===== src/hw/rtl/source_text_tokenizer_unit_defines.svh =====
`ifndef SOURCE_TEXT_TOKENIZER_UNIT_DEFINES_SVH
`define SOURCE_TEXT_TOKENIZER_UNIT_DEFINES_SVH
// Assertion macros; clk and rst of the including module are used.
`ifndef ASSERT_OFF
`define STT_ASSERT(lbl, prop) \
  lbl: assert property (@(posedge clk) disable iff (rst) prop) else $error("assertion failed");
`define STT_ASSERT_NEXT(lbl, ante, cons) \
  lbl: assert property (@(posedge clk) disable iff (rst) (ante) |=> (cons)) \
    else $error("assertion failed");
`else
`define STT_ASSERT(lbl, prop)
`define STT_ASSERT_NEXT(lbl, ante, cons)
`endif
`endif


===== src/hw/rtl/stt_pkg.sv =====
package stt_pkg;

  localparam int MAX_COMMENT_DEPTH = 15;
  localparam int POSITION_BITS = 16;
  localparam int DEPTH_BITS = $clog2(MAX_COMMENT_DEPTH + 1);
  localparam int NKW = 9;
  localparam logic [POSITION_BITS-1:0] POS_MAX = {POSITION_BITS{1'b1}};
  localparam logic [15:0] LEN_MAX = 16'hFFFF;

  localparam logic [5:0] K_LPAREN = 6'd0;
  localparam logic [5:0] K_RPAREN = 6'd1;
  localparam logic [5:0] K_LBRACE = 6'd2;
  localparam logic [5:0] K_RBRACE = 6'd3;
  localparam logic [5:0] K_SEMI = 6'd4;
  localparam logic [5:0] K_COMMA = 6'd5;
  localparam logic [5:0] K_DOT = 6'd6;
  localparam logic [5:0] K_AMP = 6'd7;
  localparam logic [5:0] K_PLUS = 6'd8;
  localparam logic [5:0] K_MINUS = 6'd9;
  localparam logic [5:0] K_STAR = 6'd10;
  localparam logic [5:0] K_SLASH = 6'd11;
  localparam logic [5:0] K_LT = 6'd12;
  localparam logic [5:0] K_LE = 6'd13;
  localparam logic [5:0] K_GT = 6'd14;
  localparam logic [5:0] K_GE = 6'd15;
  localparam logic [5:0] K_ASSIGN = 6'd16;
  localparam logic [5:0] K_EQ = 6'd17;
  localparam logic [5:0] K_ARROW = 6'd18;
  localparam logic [5:0] K_IDENT = 6'd19;
  localparam logic [5:0] K_NUM = 6'd20;
  localparam logic [5:0] K_STR = 6'd21;
  localparam logic [5:0] K_KW0 = 6'd22;
  localparam logic [5:0] K_EOF = 6'd31;
  localparam logic [5:0] K_UNKNOWN = 6'd32;

  localparam logic [2:0] E_NONE = 3'd0;
  localparam logic [2:0] E_BAD_ESC = 3'd1;
  localparam logic [2:0] E_SECOND_DOT = 3'd2;
  localparam logic [2:0] E_UNTERM = 3'd3;
  localparam logic [2:0] E_DEPTH = 3'd4;

  typedef enum logic [3:0] {
    M_IDLE, M_HELD, M_IDENT, M_NUM, M_STR, M_STR_ESC, M_LINE, M_BLOCK
  } mode_t;

  typedef struct packed {
    mode_t mode;
    logic [POSITION_BITS-1:0] line;
    logic [POSITION_BITS-1:0] col;
    logic [POSITION_BITS-1:0] tok_line;
    logic [POSITION_BITS-1:0] tok_col;
    logic [15:0] size;
    logic [7:0] held;
    logic [NKW-1:0] kw;
    logic seen_dot;
    logic [DEPTH_BITS-1:0] depth;
    logic finished;
    logic [2:0] perr;
  } state_t;

  typedef struct packed {
    logic is_content;
    logic [5:0] token_kind;
    logic [15:0] start_line;
    logic [15:0] start_column;
    logic [15:0] token_length;
    logic has_dot;
    logic [7:0] content_byte;
    logic [2:0] error_code;
    logic last_of_run;
  } res_t;

  localparam logic [2:0] KW_LEN [NKW] = '{3'd2, 3'd6, 3'd4, 3'd2, 3'd4, 3'd6, 3'd3, 3'd4, 3'd5};
  localparam logic [7:0] KW_TEXT [NKW][6] = '{
    '{"f", "n", 8'h0, 8'h0, 8'h0, 8'h0},
    '{"e", "x", "t", "e", "r", "n"},
    '{"c", "a", "s", "t", 8'h0, 8'h0},
    '{"i", "f", 8'h0, 8'h0, 8'h0, 8'h0},
    '{"e", "l", "s", "e", 8'h0, 8'h0},
    '{"s", "t", "r", "u", "c", "t"},
    '{"l", "e", "t", 8'h0, 8'h0, 8'h0},
    '{"l", "o", "o", "p", 8'h0, 8'h0},
    '{"b", "r", "e", "a", "k", 8'h0}
  };

  // Drop every keyword that cannot match character c at position idx.
  function automatic logic [NKW-1:0] kw_filter(logic [NKW-1:0] cand, logic [7:0] c,
                                                logic [15:0] idx);
    logic [NKW-1:0] r;
    r = cand;
    for (int k = 0; k < NKW; k++) begin
      if (idx >= 16'(KW_LEN[k])) r[k] = 1'b0;
      else if (KW_TEXT[k][idx[2:0]] != c) r[k] = 1'b0;
    end
    return r;
  endfunction

  function automatic logic [5:0] ident_kind(logic [NKW-1:0] cand, logic [15:0] size);
    logic [5:0] r;
    r = K_IDENT;
    for (int k = NKW - 1; k >= 0; k--) begin
      if (cand[k] && size == 16'(KW_LEN[k])) r = K_KW0 + 6'(k);
    end
    return r;
  endfunction

  function automatic logic is_alpha(logic [7:0] c);
    return (c >= "a" && c <= "z") || (c >= "A" && c <= "Z") || c == "_";
  endfunction

  function automatic logic is_digit(logic [7:0] c);
    return c >= "0" && c <= "9";
  endfunction

endpackage


===== src/hw/rtl/byte_stream_if.sv =====
interface byte_stream_if import stt_pkg::*; ();
  logic valid;
  logic ready;
  logic [7:0] in_byte;
  modport source (output valid, output in_byte, input ready);
  modport sink (input valid, input in_byte, output ready);
endinterface


===== src/hw/rtl/token_stream_if.sv =====
interface token_stream_if import stt_pkg::*; ();
  logic valid;
  logic ready;
  logic is_content;
  logic [5:0] token_kind;
  logic [15:0] start_line;
  logic [15:0] start_column;
  logic [15:0] token_length;
  logic has_dot;
  logic [7:0] content_byte;
  logic [2:0] error_code;
  logic last_of_run;
  modport source (output valid, output is_content, output token_kind, output start_line,
                  output start_column, output token_length, output has_dot,
                  output content_byte, output error_code, output last_of_run, input ready);
  modport sink (input valid, input is_content, input token_kind, input start_line,
                input start_column, input token_length, input has_dot,
                input content_byte, input error_code, input last_of_run, output ready);
endinterface


===== src/hw/rtl/stt_step.sv =====
module stt_step import stt_pkg::*; (
  input  state_t     st,
  input  logic [7:0] c,
  output state_t     st_next,
  output logic [1:0] count,
  output res_t       r0,
  output res_t       r1
);

  function automatic res_t mk(logic content, logic [5:0] kind, logic [POSITION_BITS-1:0] tl,
                              logic [POSITION_BITS-1:0] tc, logic [15:0] len, logic dot,
                              logic [7:0] b, logic [2:0] err);
    res_t r;
    r.is_content = content;
    r.token_kind = kind;
    r.start_line = 16'(tl);
    r.start_column = 16'(tc);
    r.token_length = len;
    r.has_dot = dot;
    r.content_byte = b;
    r.error_code = err;
    r.last_of_run = 1'b0;
    return r;
  endfunction

  state_t s;
  logic   do_start, e1, e2;
  res_t   x1, x2;
  logic   nl;

  always_comb begin
    s = st;
    do_start = 1'b0;
    e1 = 1'b0;
    e2 = 1'b0;
    x1 = '0;
    x2 = '0;
    nl = (c == 8'h0A) || (c == 8'h0D);
    unique case (st.mode)
      M_HELD: begin
        s.held = 8'h0;
        s.mode = M_IDLE;
        e1 = 1'b1;
        x1 = mk(1'b0, K_SLASH, s.tok_line, s.tok_col, 16'd2, 1'b0, 8'h0, E_NONE);
        if (st.held == "<" && c == "=") x1.token_kind = K_LE;
        else if (st.held == ">" && c == "=") x1.token_kind = K_GE;
        else if (st.held == "=" && c == "=") x1.token_kind = K_EQ;
        else if (st.held == "-" && c == ">") x1.token_kind = K_ARROW;
        else if (st.held == "/" && c == "/") begin
          e1 = 1'b0;
          s.mode = M_LINE;
        end else if (st.held == "/" && c == "*") begin
          e1 = 1'b0;
          s.depth = DEPTH_BITS'(1);
          s.mode = M_BLOCK;
        end else begin
          x1.token_length = 16'd1;
          if (st.held == "<") x1.token_kind = K_LT;
          else if (st.held == ">") x1.token_kind = K_GT;
          else if (st.held == "=") x1.token_kind = K_ASSIGN;
          else if (st.held == "-") x1.token_kind = K_MINUS;
          do_start = 1'b1;
        end
      end
      M_IDENT: begin
        if (is_alpha(c) || is_digit(c)) begin
          if (st.size < LEN_MAX) begin
            s.kw = kw_filter(st.kw, c, st.size);
            s.size = st.size + 16'd1;
          end else begin
            s.kw = '0;
          end
        end else begin
          e1 = 1'b1;
          x1 = mk(1'b0, ident_kind(st.kw, st.size), st.tok_line, st.tok_col, st.size,
                  1'b0, 8'h0, E_NONE);
          do_start = 1'b1;
        end
      end
      M_NUM: begin
        if (is_digit(c) || c == ".") begin
          if (c == ".") begin
            if (st.seen_dot) s.perr = E_SECOND_DOT;
            s.seen_dot = 1'b1;
          end
          if (st.size < LEN_MAX) s.size = st.size + 16'd1;
        end else begin
          e1 = 1'b1;
          x1 = mk(1'b0, K_NUM, st.tok_line, st.tok_col, st.size, st.seen_dot, 8'h0, st.perr);
          do_start = 1'b1;
        end
      end
      M_STR, M_STR_ESC: begin
        if (c == 8'h0) begin
          e1 = 1'b1;
          x1 = mk(1'b0, K_STR, st.tok_line, st.tok_col, st.size, 1'b0, 8'h0, E_UNTERM);
          do_start = 1'b1;
        end else if (st.mode == M_STR_ESC) begin
          s.mode = M_STR;
          if (c == "n" || c == "r" || c == "t") begin
            if (st.size < LEN_MAX) s.size = st.size + 16'd1;
            e1 = 1'b1;
            x1 = mk(1'b1, K_STR, st.tok_line, st.tok_col, s.size, 1'b0,
                    (c == "n") ? 8'h0A : (c == "r") ? 8'h0D : 8'h09, E_NONE);
          end else begin
            s.perr = E_BAD_ESC;
            if (c == "\"") begin
              e1 = 1'b1;
              x1 = mk(1'b0, K_STR, st.tok_line, st.tok_col, st.size, 1'b0, 8'h0, E_BAD_ESC);
              s.mode = M_IDLE;
            end
          end
        end else if (c == "\"") begin
          e1 = 1'b1;
          x1 = mk(1'b0, K_STR, st.tok_line, st.tok_col, st.size, 1'b0, 8'h0, st.perr);
          s.mode = M_IDLE;
        end else if (c == "\\") begin
          s.mode = M_STR_ESC;
        end else begin
          if (st.size < LEN_MAX) s.size = st.size + 16'd1;
          e1 = 1'b1;
          x1 = mk(1'b1, K_STR, st.tok_line, st.tok_col, s.size, 1'b0, c, E_NONE);
        end
      end
      M_LINE: begin
        if (c == 8'h0) do_start = 1'b1;
        else if (nl) s.mode = M_IDLE;
      end
      M_BLOCK: begin
        if (c == 8'h0) begin
          s.tok_line = st.line;
          s.tok_col = st.col;
          e1 = 1'b1;
          x1 = mk(1'b0, K_EOF, st.line, st.col, 16'd1, 1'b0, 8'h0, E_UNTERM);
          s.finished = 1'b1;
        end else if (st.held == "/" && c == "*") begin
          s.held = 8'h0;
          if (st.depth >= DEPTH_BITS'(MAX_COMMENT_DEPTH)) begin
            e1 = 1'b1;
            x1 = mk(1'b0, K_UNKNOWN, st.tok_line, st.tok_col, 16'd2, 1'b0, 8'h0, E_DEPTH);
          end else begin
            s.depth = st.depth + DEPTH_BITS'(1);
          end
        end else if (st.held == "*" && c == "/") begin
          s.held = 8'h0;
          if (st.depth != '0) s.depth = st.depth - DEPTH_BITS'(1);
          if (s.depth == '0) s.mode = M_IDLE;
        end else if (c == "/" || c == "*") begin
          s.held = c;
          s.tok_line = st.line;
          s.tok_col = st.col;
        end else begin
          s.held = 8'h0;
        end
      end
      default: do_start = 1'b1;
    endcase

    if (do_start) begin
      s.tok_line = st.line;
      s.tok_col = st.col;
      s.mode = M_IDLE;
      x2 = mk(1'b0, K_UNKNOWN, st.line, st.col, 16'd1, 1'b0, 8'h0, E_NONE);
      e2 = 1'b1;
      priority case (c)
        8'h00: begin
          x2.token_kind = K_EOF;
          s.finished = 1'b1;
        end
        " ", 8'h09, 8'h0A, 8'h0D: e2 = 1'b0;
        "(": x2.token_kind = K_LPAREN;
        ")": x2.token_kind = K_RPAREN;
        "{": x2.token_kind = K_LBRACE;
        "}": x2.token_kind = K_RBRACE;
        ";": x2.token_kind = K_SEMI;
        ",": x2.token_kind = K_COMMA;
        ".": x2.token_kind = K_DOT;
        "&": x2.token_kind = K_AMP;
        "+": x2.token_kind = K_PLUS;
        "*": x2.token_kind = K_STAR;
        "<", ">", "=", "-", "/": begin
          e2 = 1'b0;
          s.held = c;
          s.mode = M_HELD;
        end
        "\"": begin
          e2 = 1'b0;
          s.size = 16'd0;
          s.perr = E_NONE;
          s.mode = M_STR;
        end
        default: begin
          if (is_alpha(c)) begin
            e2 = 1'b0;
            s.kw = kw_filter({NKW{1'b1}}, c, 16'd0);
            s.size = 16'd1;
            s.mode = M_IDENT;
          end else if (is_digit(c)) begin
            e2 = 1'b0;
            s.size = 16'd1;
            s.seen_dot = 1'b0;
            s.perr = E_NONE;
            s.mode = M_NUM;
          end
        end
      endcase
    end

    if (nl) begin
      if (st.line < POS_MAX) s.line = st.line + POSITION_BITS'(1);
      s.col = POSITION_BITS'(1);
    end else if (st.col < POS_MAX) begin
      s.col = st.col + POSITION_BITS'(1);
    end

    r0 = e1 ? x1 : x2;
    r1 = x2;
    r0.last_of_run = !(e1 && e2);
    r1.last_of_run = 1'b1;
    count = {1'b0, e1} + {1'b0, e2};

    // A finished stream ignores every byte.
    if (st.finished) begin
      s = st;
      count = 2'd0;
    end
    st_next = s;
  end

endmodule


===== src/hw/rtl/stt_fifo.sv =====
module stt_fifo import stt_pkg::*; (
  input  logic       clk,
  input  logic       rst,
  input  logic [1:0] push,
  input  res_t       d0,
  input  res_t       d1,
  input  logic       pop,
  output res_t       q,
  output logic       not_empty,
  output logic       room2
);

  res_t       mem [4];
  logic [1:0] wp, rp;
  logic [2:0] fill;

  assign q = mem[rp];
  assign not_empty = fill != 3'd0;
  assign room2 = fill <= 3'd2;

  always_ff @(posedge clk) begin
    if (push != 2'd0) mem[wp] <= d0;
    if (push == 2'd2) mem[wp + 2'd1] <= d1;
  end

  always_ff @(posedge clk) begin
    if (rst) begin
      wp <= '0;
      rp <= '0;
      fill <= '0;
    end else begin
      wp <= wp + push;
      rp <= rp + {1'b0, pop};
      fill <= fill + {1'b0, push} - {2'b0, pop};
    end
  end

endmodule


===== src/hw/rtl/source_text_tokenizer_unit.sv =====
// A taken byte's results are registered into the result queue and offered at its head; a
// second result follows in the cycle after the first one is taken. Throughput: one byte
// per cycle while the queue has room for two results; each byte updates the scan state in a
// single pass. The four-entry queue takes up to two results per byte, drains one per cycle
// to a ready sink. Reset (rst, synchronous): idle scan mode, line 1, column 1, queue empty.
`include "source_text_tokenizer_unit_defines.svh"
module source_text_tokenizer_unit import stt_pkg::*; (
  input logic           clk,
  input logic           rst,
  byte_stream_if.sink   src,
  token_stream_if.source dst
);

  state_t     st, st_next;
  logic [1:0] n_res;
  res_t       r0, r1, q;
  logic       acc, pop, not_empty, room2;

  // Take a byte only while the queue has room for two results.
  assign src.ready = room2;
  assign acc = src.valid && src.ready;
  assign pop = dst.valid && dst.ready;

  stt_step u_step (
    .st(st), .c(src.in_byte), .st_next(st_next), .count(n_res), .r0(r0), .r1(r1)
  );

  stt_fifo u_fifo (
    .clk(clk), .rst(rst), .push(acc ? n_res : 2'd0), .d0(r0), .d1(r1), .pop(pop),
    .q(q), .not_empty(not_empty), .room2(room2)
  );

  // Hold scan state between bytes; advance on each accepted item.
  always_ff @(posedge clk) begin
    if (rst) begin
      st <= '{mode: M_IDLE, line: POSITION_BITS'(1), col: POSITION_BITS'(1),
              tok_line: '0, tok_col: '0, size: '0, held: '0, kw: {NKW{1'b1}},
              seen_dot: 1'b0, depth: '0, finished: 1'b0, perr: E_NONE};
    end else if (acc) begin
      st <= st_next;
    end
  end

  assign dst.valid = not_empty;
  assign dst.is_content = q.is_content;
  assign dst.token_kind = q.token_kind;
  assign dst.start_line = q.start_line;
  assign dst.start_column = q.start_column;
  assign dst.token_length = q.token_length;
  assign dst.has_dot = q.has_dot;
  assign dst.content_byte = q.content_byte;
  assign dst.error_code = q.error_code;
  assign dst.last_of_run = q.last_of_run;

  `STT_ASSERT(a_depth_bound, st.depth <= DEPTH_BITS'(MAX_COMMENT_DEPTH))
  `STT_ASSERT(a_stall_has_output, !src.ready |-> dst.valid)
  `STT_ASSERT_NEXT(a_finished_frozen, acc && st.finished, $stable(st))

endmodule

===== src/flat_wrapper.sv =====
// flat-port wrapper written by rule: the top's interface ports become plain ports
module source_text_tokenizer_unit_flat import stt_pkg::*;
  (clk, rst, src_valid, src_in_byte, src_ready, dst_valid, dst_is_content, dst_token_kind, dst_start_line, dst_start_column, dst_token_length, dst_has_dot, dst_content_byte, dst_error_code, dst_last_of_run, dst_ready);
  byte_stream_if src_i ();
  token_stream_if dst_i ();
  input logic clk;
  input logic rst;
  input wire logic [$bits(src_i.valid)-1:0] src_valid;
  input wire logic [$bits(src_i.in_byte)-1:0] src_in_byte;
  output wire logic [$bits(src_i.ready)-1:0] src_ready;
  output wire logic [$bits(dst_i.valid)-1:0] dst_valid;
  output wire logic [$bits(dst_i.is_content)-1:0] dst_is_content;
  output wire logic [$bits(dst_i.token_kind)-1:0] dst_token_kind;
  output wire logic [$bits(dst_i.start_line)-1:0] dst_start_line;
  output wire logic [$bits(dst_i.start_column)-1:0] dst_start_column;
  output wire logic [$bits(dst_i.token_length)-1:0] dst_token_length;
  output wire logic [$bits(dst_i.has_dot)-1:0] dst_has_dot;
  output wire logic [$bits(dst_i.content_byte)-1:0] dst_content_byte;
  output wire logic [$bits(dst_i.error_code)-1:0] dst_error_code;
  output wire logic [$bits(dst_i.last_of_run)-1:0] dst_last_of_run;
  input wire logic [$bits(dst_i.ready)-1:0] dst_ready;
  assign src_i.valid = src_valid;
  assign src_i.in_byte = src_in_byte;
  assign src_ready = src_i.ready;
  assign dst_valid = dst_i.valid;
  assign dst_is_content = dst_i.is_content;
  assign dst_token_kind = dst_i.token_kind;
  assign dst_start_line = dst_i.start_line;
  assign dst_start_column = dst_i.start_column;
  assign dst_token_length = dst_i.token_length;
  assign dst_has_dot = dst_i.has_dot;
  assign dst_content_byte = dst_i.content_byte;
  assign dst_error_code = dst_i.error_code;
  assign dst_last_of_run = dst_i.last_of_run;
  assign dst_i.ready = dst_ready;
  source_text_tokenizer_unit u_core (.clk(clk), .rst(rst), .src(src_i), .dst(dst_i));
endmodule

===== config.mk =====
export PLATFORM = sky130hd
export DESIGN_NAME = source_text_tokenizer_unit_flat
export DESIGN_NICKNAME = d
export VERILOG_FILES = /design/src/hw/rtl/stt_pkg.sv /design/src/hw/rtl/byte_stream_if.sv /design/src/hw/rtl/token_stream_if.sv /design/src/hw/rtl/stt_step.sv /design/src/hw/rtl/stt_fifo.sv /design/src/hw/rtl/source_text_tokenizer_unit.sv /design/src/flat_wrapper.sv
export VERILOG_INCLUDE_DIRS = /design/src /design/src/hw/rtl
export SDC_FILE = /design/constraint.sdc
export NUM_CORES = 1
export LEC_CHECK = 0
export BUFFER_PORTS_ARGS = -buffer_cell sky130_fd_sc_hd__buf_4
export CAP_MARGIN = 20
export CORE_AREA = 2 2 179 181
export DETAILED_ROUTE_END_ITERATION = 10
export DIE_AREA = 0 0 181 183
export HOLD_SLACK_MARGIN = 0.15
export PLACE_DENSITY = 0.82
export SYNTH_ARGS = -nofsm -noshare
export SYNTH_HDL_FRONTEND = slang
export SYNTH_SLANG_ARGS = --single-unit

===== constraint.sdc =====
create_clock -name clk -period 9.3 [get_ports clk]
set_input_delay 1.86 -clock clk [delete_from_list [all_inputs] [get_ports clk]]
set_output_delay 1.86 -clock clk [all_outputs]
set_load 0.05 [all_outputs]

# Yosys cells after proc, flatten, opt, wreduce, memory -nomap -nowiden
# Memory sizes are Yosys's and may differ from the RTL's. A register that Yosys moved wholly into a read port is not among the register bits.
# Cells that the tools add are included.
[totals]
ff_bits = 117
mem_bits_rw = 272
rom_bits = 576
in_bits = 12
out_inout_bits = 70
elab_cells = 399
n_memories = 10
[op_classes]
n_addsub = 11
magnitude_cmp = 17
eq_ne = 79
muxes = 210
n_bitwise = 2
reduce_logical = 55
[mem_list]
columns = ["name", "depth", "width", "read_ports", "rd_clocked_by_memory_dff", "write_ports", "line", "text"]
rows = [
  ["u_core.u_fifo.mem", 4, 68, 1, 1, 2, "stt_fifo.sv:13", "res_t mem [4];"],
  ["(no name shown)", 8, 8, 1, 0, 0, "stt_pkg.sv:93", "else if (KW_TEXT[k][idx[2:0]] != c) r[k] = 1'b0;"],
  ["(no name shown)", 8, 8, 1, 0, 0, "stt_pkg.sv:93", ""],
  ["(no name shown)", 8, 8, 1, 0, 0, "stt_pkg.sv:93", ""],
  ["(no name shown)", 8, 8, 1, 0, 0, "stt_pkg.sv:93", ""],
  ["(no name shown)", 8, 8, 1, 0, 0, "stt_pkg.sv:93", ""],
  ["4 more memories", "--", "--", "--", "--", "--", "--", ""],
]
[op_table]
columns = ["operator", "n"]
rows = [
  ["68-bit two-way mux", 6],
  ["68-bit one-hot mux with 5 select lines", 1],
  ["67-bit two-way mux", 5],
  ["66-bit two-way mux", 3],
  ["16-bit two-way mux", 12],
  ["8-bit two-way mux", 23],
  ["8-bit by 6-bit == test with 1-bit output, second input constant", 21],
  ["32-bit two-way mux", 5],
  ["4-bit two-way mux", 29],
  ["6-bit two-way mux", 17],
  ["8-bit != test", 9],
  ["6-bit one-hot mux with 11 select lines", 1],
  ["1-bit two-way mux", 62],
  ["8-bit by 7-bit == test with 1-bit output, second input constant", 7],
  ["7-bit by 8-bit != test with 1-bit output, first input constant", 7],
  ["3-bit two-way mux", 18],
  ["16-bit by 1-bit adder with 16-bit output, second input constant", 3],
  ["16-bit by 3-bit == test with 1-bit output, second input constant", 3],
  ["16-bit by 3-bit greater-or-equal comparator with 1-bit output, second input constant", 3],
  ["16-bit < comparator, second input constant", 3],
  ["16-bit one-hot mux with 3 select lines", 1],
  ["9-bit two-way mux", 4],
  ["16-bit by 2-bit == test with 1-bit output, second input constant", 2],
  ["16-bit by 2-bit greater-or-equal comparator with 1-bit output, second input constant", 2],
  ["58 further kinds", 127],
]

# Logic depth before layout (Yosys ltp)
[logic_depth]
depth_word = 16
mapped_depth = 19

# Hierarchy
# A second synthesis with hierarchy kept.
[hier_totals]
cells_unflattened = 2256
hier_area_um2 = 25334.3
[by_module_without_submodules]
columns = ["module", "instances", "cells_per_inst", "area_each_um2"]
rows = [
  ["stt_fifo", 1, 701, 13618.1],
  ["stt_step", 1, 1063, 6964.2],
  ["source_text_tokenizer_unit", 1, 492, 4752.1],
]

# Worst setup path before layout
# No wires, ideal clock.
[synth_path]
path_type = "input port to flip-flop"
from = "input src_in_byte[5]"
to = "memory u_core.u_fifo.mem[0][13] (netlist bit), enable pin"
arrival_ns = 5.999
required_time_ns = 8.906
path_slack_ns = 2.907
stages = 15
n_path_buf = 4
cell_sequence = "buf_1 -> or4bb_1 -> a2111oi_2 -> o211ai_2 -> a211o_1 -> buf_6 -> buf_6 -> nand2_1 -> nor4_1 -> ha_1 -> clkbuf_1 -> o21ai_1 -> nor3_1 -> nor2_1 -> inv_1"
[synth_lines]
columns = ["element", "line", "text"]
rows = [
  ["start: declaration", "flat_wrapper.sv:9", "input wire logic [$bits(src_i.in_byte)-1:0] src_in_byte;"],
  ["end: declaration", "stt_fifo.sv:13", ""],
]

==> impl_metrics.ini <==
[logic_synthesis]
synth_area_per_cell_um2 = 9.797
yosysWarnings = 0
synthAdderAreaFrac_pct = 1.288
synth_fp_nets = 2074
yosysTopAreaCellShare_pct = 23.42
ys_ff_latch = 388
ys_seq_area_share_pct = 46.63
synthFlopType = dfxtp_1
synthSimpleGateAreaFrac_pct = 16.34
synth.distinct_cells = 92
syn-cell-area_um2 = 20010
synthCells = 2042
synth_area_leaders = edfxtp_1 23%, dfxtp_1 23%, mux4_2 7.7%
async_reset_ff_share_pct = 0
yosys.area.top_type = edfxtp_1
synth_compound_area_share_pct = 20.98
synth.area.mux_share_pct = 8.481
synth-xor-area-share_pct = 2.189
synth_top_family_by_area = compound AO/OA/AOI/OAI gates
synth_edf_count = 156

[timing]
finClkSkew_ns = 0.01277
slew_viol_final = 0
finalSetupViolCount = 0
clock.fmax_ghz = 0.1564
worst_hold_slack_ns = 0.4518
post-route-period-util_pct = 68.73
worst_slew_pin_slew_ns = 1.075
hold_viol = 0
period_minus_slack_ns = 6.392
rsz0062_at_grt = no
finalSetupTns_ns = 0
finalWorstSetupSlack_ns = 2.908
slew-limit-headroom_pct = 27.98

[worst_hold_path]
hold_class = flop to flop
hold_start = u_core.u_fifo.mem[3][12]$_SDFFE_PP0P_
whs_endpoint = u_core.u_fifo.mem[3][12]$_SDFFE_PP0P_
holdPathStages = 2

[route]
drtIter0Drc = 2055
vias = 17530
drt-wirelength-per-cell_um = 23.62
ant_nets = 0
drt_first_pass_iters = 5
wirelength_mm = 58.40
via_per_inst = 7.090
remaining_drc_errors = 0

[placement]
numPortBuffers = 81
dp_hpwl_mm = 37.40
gp_congestion = 0.9359
dpl_worst_slack_ns = 2.596

[worst_setup_path]
rr_endpoint = u_core.u_fifo.mem[1][38]$_DFFE_PP_
worst-path-max-fanout = 40
cp.required_ns = 9.56
endpoint_kind = flop
crit_path_start_kind = input port
worstSetupPathType = input port to flop
ff2ff_path_depth = 12
worstPathArrival_ns = 6.65
reg2reg_slack_ns = 3.90
r2r-start = u_core.st[106]$_SDFFE_PP0P_

[pwr]
pwr_density_cell_nw_per_um2 = 290.0
irDropWorstVdd_mv = 0.2886
power_switching_share_pct = 41.44
internal_power_mw = 3.756
pwr-share-comb_pct = 40.1
p_clk_share_pct = 25.1
leakagePower_nw = 7.102
p_switching_mw = 2.658
seq_power_share_pct = 34.8

[grt]
grt_util_met1_pct = 47.35
grt_max_degree = 73
track_usage_pct = 34.76
overflow = 0
use_met3_pct = 5.719
grt_pass1_wl_mm = 92.02
grt_use_met2_pct = 55.43
antenna_found_initial = 1
grt-busiest-layer = met2
grt_pass1_vias = 16780

[cts]
cts_tree = done
post_cts_buffers = 0
cts_buffers = 41
cts_buffer_depth = 3
h-tree-depth = 2
clock_sinks = 388
clk_pin_slew_worst_paths_ns = 0.06
clk_latency_ns = 0.53
cts_root_buffer = clkbuf_16
cts.repair.resized = 0
ctsHoldBuffers = 0

[flow_run]
cap_violations = 0

[finish]
layout_commonest_cell = nand2_1
drive_gt1_share_pct = 14.93
nets = 2070
multi_input_area_um2 = 9901
fillCellCount = 2284
area_delta_synth_final_pct = 10.56
most-common-layout-cells = 251 x nand2_1, 230 x dfxtp_1, 156 x o22ai_1, 156 x edfxtp_1, 129 x o21ai_0
final_util_pct = 70.83
regArea_um2 = 9336

[die]
die_area_um2 = 33120
initial_core_util_pct = 64.06
rows = 65
fp.dieH_um = 183
ios = 82
die_w_um = 181
core-area_um2 = 31230

[outcome]
outcome = completed
## logic make-up after synthesis
kind of cell             Yosys count
XOR/XNOR                          50
adder cells (fa/ha/maj)           20
multiplexers                      83
buffers and inverters            202
AO/OA/AOI/OAI                    640
flip-flops                       388
AND/OR/NAND/NOR                  659
## routing by layer
metal | part of all wire, % | vias up | routed length (um)
li1 | - | 7811 | -
met1 | 39 | 8398 | 22800
met2 | 47 | 1133 | 27160
met3 | 11 | 184 | 6194
met4 | 3.8 | 0 | 2244
met5 | 0 | - | 0
## state kept, by name, indices dropped and copies added, names as in the netlist
name / cells
u_core.u_fifo.mem: 272
u_core.st: 109
u_core.u_fifo.fill: 3
u_core.u_fifo.rp: 2
u_core.u_fifo.wp: 2
## power groups by stage
stage	Clock (mW)	Combinational (mW)	Sequential, mW
floorplan	0	1.86	2.15
finish	1.61	2.57	2.23
global placement	0	2.49	2.24
global route	1.69	2.68	2.26
detailed placement	0	2.51	2.26
CTS	1.62	2.53	2.23
## final cells by class
class                      count  share of cell area (%)
inverter                      30                  0.5091
multi-input combinational   1452                   44.76
sequential                   388                   42.21
antenna                        1                 0.01131
tap                          402                   2.274
timing repair buffer         125                   4.243
clock inverter                13                  0.5261
clock buffer                  61                   5.464
## per-stage QoR
step	cells	area (um2)	total power, mW
finish	2472	22120	6.413
CTS	2470	22110	6.370
detailed placement	2396	20780	4.770
global route	2472	22120	6.620
global placement	2396	20780	4.727
floorplan	2042	20010	4.013
## cell usage after synthesis (7+ instances only)
cell type,n
a211o_1,7
a211oi_1,15
a21o_1,7
a21oi_1,111
a22o_1,59
a22oi_1,38
a31oi_1,27
and2_1,17
and3_1,13
buf_1,18
buf_2,18
clkbuf_1,131
dfxtp_1,232
edfxtp_1,156
ha_1,19
inv_1,28
mux2i_1,9
mux4_2,68
nand2_1,251
nand2b_1,14
nand3_1,55
nand3b_1,9
nand4_1,19
nor2_1,110
nor2b_1,19
nor3_1,49
nor3b_1,9
nor4_1,20
o21ai_0,129
o22ai_1,156
o31ai_1,7
o32ai_1,7
or2_2,10
or3_1,17
or4_1,7
xnor2_1,29
xor2_1,21
## how the worst max path moves through the flow
stage / endpoint / start / slack (ns)
floorplan: u_core.u_fifo.mem[0][13]$_DFFE_PP_ / src_in_byte[5] / 2.91
global placement: u_core.u_fifo.mem[1][38]$_DFFE_PP_ / src_in_byte[4] / 2.84
detailed placement: u_core.u_fifo.mem[1][38]$_DFFE_PP_ / src_in_byte[4] / 2.60
CTS: u_core.u_fifo.mem[1][38]$_DFFE_PP_ / src_in_byte[4] / 3.15
global route: u_core.u_fifo.mem[1][38]$_DFFE_PP_ / src_in_byte[4] / 2.69
finish: u_core.u_fifo.mem[1][38]$_DFFE_PP_ / src_in_byte[4] / 2.91
## worst max-delay path, stage by stage
cell	delay, ns
buf_4	0.33
or4bb_1	0.54
a31oi_1	0.88
nand2_1	0.18
a21oi_1	0.28
nor3_4	0.15
inv_2	0.22
ha_1	0.36
o21ai_1	0.45
nor2_1	0.10
buf_4	0.23
nand2_1	0.48
buf_4	0.40
o22ai_1	0.15
No activity file was read; power rests on OpenSTA's default activity.
